--- src/v3alu_pkg.sv ---
// ----------------------------------------------------------------------------
// v3alu_pkg
// Shared types, codes and saturation helpers for the vector ALU.
// ----------------------------------------------------------------------------
package v3alu_pkg;

  // Operation codes
  typedef enum logic [2:0] {
    CMD_ADD   = 3'd0,
    CMD_SUB   = 3'd1,
    CMD_MUL   = 3'd2,
    CMD_DIV   = 3'd3,
    CMD_SCALE = 3'd4,
    CMD_MAG   = 3'd5,
    CMD_NORM  = 3'd6
  } cmd_e;

  localparam logic signed [31:0] MAX32 = 32'sh7fff_ffff;
  localparam logic signed [31:0] MIN32 = 32'sh8000_0000;

  // Pipeline depths of the iterative units
  localparam int unsigned SQRT_LAT = 32;
  localparam int unsigned DIV_LAT  = 33;

  // Input item
  typedef struct packed {
    logic [2:0]         cmd;
    logic signed [31:0] a_x;
    logic signed [31:0] a_y;
    logic signed [31:0] a_z;
    logic signed [31:0] b_x;
    logic signed [31:0] b_y;
    logic signed [31:0] b_z;
    logic signed [31:0] scale_factor;
  } in_item_t;

  // Result item
  typedef struct packed {
    logic signed [31:0] r_x;
    logic signed [31:0] r_y;
    logic signed [31:0] r_z;
    logic               overflow_flag;
    logic               divide_zero_flag;
  } out_item_t;

  // Saturated value with its overflow note
  typedef struct packed {
    logic signed [31:0] val;
    logic               ovf;
  } sat_t;

  // Per-lane state leaving the lane front end
  typedef struct packed {
    logic signed [31:0] res;    // add/sub/mul/scale result
    logic               ovf;
    logic               dz;     // b component is zero
    logic               a_neg;
    logic               q_neg;  // sign of the quotient
    logic [63:0]        num;    // quotient numerator magnitude
    logic [31:0]        den;    // element divisor magnitude
  } lane_mid_t;

  // Per-lane state carried alongside the divider
  typedef struct packed {
    logic signed [31:0] res;
    logic               ovf;
    logic               dz;
    logic               a_neg;
    logic               q_neg;
  } lane_fin_t;

  typedef struct packed {
    cmd_e                  cmd;
    lane_mid_t [2:0]       ln;
  } side_a_t;

  typedef struct packed {
    cmd_e                  cmd;
    lane_fin_t [2:0]       ln;
  } side_b_t;

  // Clamp a 64-bit signed value to 32 bits
  function automatic sat_t sat64(input logic signed [63:0] v);
    sat_t s;
    if (v > 64'sh0000_0000_7fff_ffff) begin
      s.val = MAX32;
      s.ovf = 1'b1;
    end else if (v < -64'sh0000_0000_8000_0000) begin
      s.val = MIN32;
      s.ovf = 1'b1;
    end else begin
      s.val = v[31:0];
      s.ovf = 1'b0;
    end
    return s;
  endfunction

  // Apply sign and clamp to a quotient magnitude; big means >= 2^32
  function automatic sat_t quot_sat(input logic [31:0] q, input logic big,
                                    input logic neg);
    sat_t s;
    if (!neg) begin
      if (big || q[31]) begin
        s.val = MAX32;
        s.ovf = 1'b1;
      end else begin
        s.val = q;
        s.ovf = 1'b0;
      end
    end else begin
      if (big || (q > 32'h8000_0000)) begin
        s.val = MIN32;
        s.ovf = 1'b1;
      end else begin
        s.val = ~q + 32'd1;
        s.ovf = 1'b0;
      end
    end
    return s;
  endfunction

endpackage

--- src/v3alu_sqrt.sv ---
// ----------------------------------------------------------------------------
// v3alu_sqrt
// Pipelined floor square root of a 64-bit value, one result bit per stage.
// ----------------------------------------------------------------------------
module v3alu_sqrt import v3alu_pkg::*; (
  input  logic        clk_i,
  input  logic        en_i,
  input  logic [63:0] x_i,
  output logic [31:0] root_o
);

  logic [63:0] x_q [SQRT_LAT];
  logic [63:0] r_q [SQRT_LAT];
  logic [63:0] x_d [SQRT_LAT];
  logic [63:0] r_d [SQRT_LAT];

  // One digit step per stage; the trial bit walks down two places a stage
  always_comb begin
    logic [63:0] xin, rin, bitv, trial;
    for (int k = 0; k < SQRT_LAT; k++) begin
      xin   = (k == 0) ? x_i : x_q[(k == 0) ? 0 : k - 1];
      rin   = (k == 0) ? 64'd0 : r_q[(k == 0) ? 0 : k - 1];
      bitv  = 64'd1 << (62 - 2 * k);
      trial = rin + bitv;
      if (xin >= trial) begin
        x_d[k] = xin - trial;
        r_d[k] = (rin >> 1) + bitv;
      end else begin
        x_d[k] = xin;
        r_d[k] = rin >> 1;
      end
    end
  end

  always_ff @(posedge clk_i) begin
    if (en_i) begin
      for (int k = 0; k < SQRT_LAT; k++) begin
        x_q[k] <= x_d[k];
        r_q[k] <= r_d[k];
      end
    end
  end

  assign root_o = r_q[SQRT_LAT-1][31:0];

endmodule

--- config.mk ---
export PLATFORM = sky130hd
export DESIGN_NAME = v3alu_sqrt
export DESIGN_NICKNAME = d
export VERILOG_FILES = /design/src/v3alu_pkg.sv /design/src/v3alu_sqrt.sv
export SDC_FILE = /design/constraint.sdc
export NUM_CORES = 2
export LEC_CHECK = 0
export BUFFER_PORTS_ARGS = -buffer_cell sky130_fd_sc_hd__buf_2
export CAP_MARGIN = 20
export CORE_ASPECT_RATIO = 0.7
export CORE_MARGIN = 2
export CORE_UTILIZATION = 60
export CTS_BUF_LIST = sky130_fd_sc_hd__clkbuf_4 sky130_fd_sc_hd__clkbuf_8 sky130_fd_sc_hd__clkbuf_16
export DETAILED_ROUTE_END_ITERATION = 6
export PLACE_DENSITY = 0.76
export SLEW_MARGIN = 20
export SYNTH_ARGS = -nofsm -noshare
export SYNTH_HDL_FRONTEND = slang
export SYNTH_SLANG_ARGS = --single-unit
--- constraint.sdc ---
create_clock -name clk_i -period 4.8 [get_ports clk_i]
set_input_delay 0.48 -clock clk_i [delete_from_list [all_inputs] [get_ports clk_i]]
set_output_delay 0.48 -clock clk_i [all_outputs]
set_load 0.01 [all_outputs]
==> run metrics <==
outcome finished clean; die width roughly 540 um; # port buffers between 90 and 100; Ys Warns 0; signal arrival time at the worst endpoint approximately 5 ns; synthesized area per cell between 10 and 15 sq um; Buf/Inv on CP 0; #FFs+latches synth about 2500; Sequential Area around 75000 sq um; data required time of the critical path around 5.4 ns; post-route ant nets 0; max_slew headroom 0.233; Yosys cell types between 80 and 90; # setup viols final 0; H-Tree Depth 4; postcts setup bufs 0; fmax 227 MHz; CP startpoint x_q[1][712]; Slew @ Worst Pin 1.14 ns; worst vdd ir about 430 uV; largest net degree at the start of global routing about 190; Pins Over Slew Limit 0; unrepaired setup endpoints after global routing false; CTS Buf Count 231; Pwr Density roughly 470 nW/um^2; first-pass GRT wire length roughly 430000 um; Overall Power just over 60 mW; cell chain of the critical path ha_1 > or3_1 > o221a_2 > a21o_1 > o221ai_1 > o211ai_1 > o31ai_1 > o211ai_1 > nor4_1 > nor3b_1 > xor2_1; CTS tree built; initial antenna violation count 9; vias per inst ~6.2; critical path's top delay family compound AO/OA/AOI/OAI gates; Filler Cells Inserted ~14000; share of cells above drive strength 1 0.0746; Main synth FF type edfxtp_1; Die H 378 um; grt ovf 0; Syn Std Cell Area 120000 sq um; initial core utilization 0.603; Worst Skew between 0.1 and 0.15 ns; die area just over 200000 sq um; WL final approximately 280000 um; commonest non-fill, non-tap cell in the layout edfxtp_1; Placer Congestion between 0.9 and 1; setup total negative slack 0 ns; Boundary Pins 98; Sink Count between 2000 and 3000; crit path max fanout 8; final cycle utilization of the critical path 0.916; switching power 18.4 mW; drt pass-1 iters 6; worst hold start en_i; FF-to-FF Start x_q[1][712]; max cap viols 0; DRT iter0 DRCs between 9000 and 10000; CTS root buf clkbuf_16; Core ar. 199000 sq um; Most common cell on crit path o211ai_1; vias in the first global route roughly 74000; Int Pwr about 44 mW; DR vias ~79000; leakage power between 40 and 50 nW; Worst Hold Class input pin to flip-flop; multi-input logic area between 40000 and 50000 sq um; Slowest cell on crit path o221ai_1; commonest cells after routing, fill and taps aside edfxtp_1 (2512), inv_1 (699), nor2_1 (662); Reg clk slew, reported paths approximately 0.070 ns; Avg WL per Cell roughly 22 um; row cnt roughly 140; DRC 0; ys async rst share 0; Worst setup EP type flip-flop; Sequential Power Share 0.485; Synth-to-Final Area Change 10.3%; sequential share of the synthesized area 0.629; power share of the clock group 0.294; Mapped Nets about 10000; Worst-Skew Late Latency between 0.9 and 1 ns; Post-synth EDFFs between 2000 and 3000; DPL Wire Length 197000 um; Overall Global Routing Usage 0.266; post-CTS sizing 0; Net count, final between 10000 and 15000; crit-path max cell delay around 0.55 ns; min Tclk post-route ~4.4 ns; Clock Path Buffers 4; Sw Share 0.296; Hold Fails Final Rpt 0; CTS Hold Bufs 64; Synth Instances around 9600; critical path class flip-flop to flip-flop; Setup crit start kind flip-flop; Combinational Power Share 0.220
[area by class of cell]
cell class                 instances  area share
sequential                      2512       0.571
multi-input combinational       6148       0.312
clock buffer                     287      0.0472
tap                             2641      0.0250
inverter                         703      0.0200
timing repair buffer             273      0.0167
clock inverter                   136     0.00911
antenna                            1   0.0000189
[cell usage after synthesis, types with 172 or more instances]
cell / number / area share
edfxtp_1: 2512 / 0.63
o21ai_0: 435 / 0.018
nor4_1: 320 / 0.017
inv_1: 699 / 0.022
xor2_1: 448 / 0.033
a21o_1: 219 / 0.014
clkbuf_1: 184 / 0.0058
nor2_1: 663 / 0.021
nor3_1: 283 / 0.012
nand4_1: 172 / 0.0090
xnor2_1: 428 / 0.031
ha_1: 558 / 0.058
nand2_1: 650 / 0.020
a21oi_1: 616 / 0.026
[final timing paths]
path	to	slack (ns)	cells after the start
setup / recovery	x_q[1][823]	0.40	11
hold / removal	x_q[1][41]	0.13	1
setup reg to reg	x_q[1][823]	0.40	11
hold reg to reg	x_q[1][513]	0.40	0
[per-stage QoR]
step                cells  setup slack [ns]  cell area (sq um)  hold slack (ns)   util
floorplan            9558              1.07             120000            0.417      -
detailed placement  12200             0.637             124000            0.428  0.624
CTS                 12700             0.544             132000           0.0693  0.665
global placement    12200             0.739             124000            0.421  0.624
finish              12700             0.402             132000            0.129  0.665
global route        12700             0.216             132000           0.0771  0.665
[power by group through the flow]
stage / Combinational (mW) / Sequential (mW) / Clock [mW]
5_1_grt: 15.1 / 30.4 / 19.4
3_3_place_gp: 12.9 / 30.5 / 0
4_1_cts: 13.4 / 30.1 / 18.6
6_report: 13.7 / 30.2 / 18.3
2_1_floorplan: 9.89 / 29.5 / 0
3_5_place_dp: 13.2 / 30.5 / 0
[flip-flops by register name, indices dropped and copies added, names as in the netlist]
name	flops
r_q	528
x_q	1984
[worst register-to-register path, delay by kind of cell, from the launching register on]
family                   cells  cell delay, ns
AO/OA/AOI/OAI                6            2.13
AND/OR/NAND/NOR              3            1.14
flip-flops                   1            0.41
adder cells (fa/ha/maj)      1            0.24
XOR/XNOR                     1            0.11
[routing by layer]
layer | vias to the layer above | part of all wire | track usage
met5 | - | 0.000036 | 0
met3 | 388 | 0.081 | 0.0402
met1 | 38600 | 0.46 | 0.411
li1 | 36300 | - | -
met2 | 3358 | 0.44 | 0.404
met4 | 2 | 0.017 | 0.0493
[logic make-up (layout without fill, tap and decap cells)]
group	Yosys count	count (layout)	share of synthesized area
adders and majority gates	558	558	0.0582
other	0	1	0
and+or+nand+nor	2830	2830	0.120
AOI/OAI and AO/OA	1796	1796	0.0923
DFF	2512	2512	0.629
xor gates and xnor gates	876	876	0.0640
buffers and inverters	898	1399	0.0282
muxes	88	88	0.00819
(Power assumes the default switching activity.)
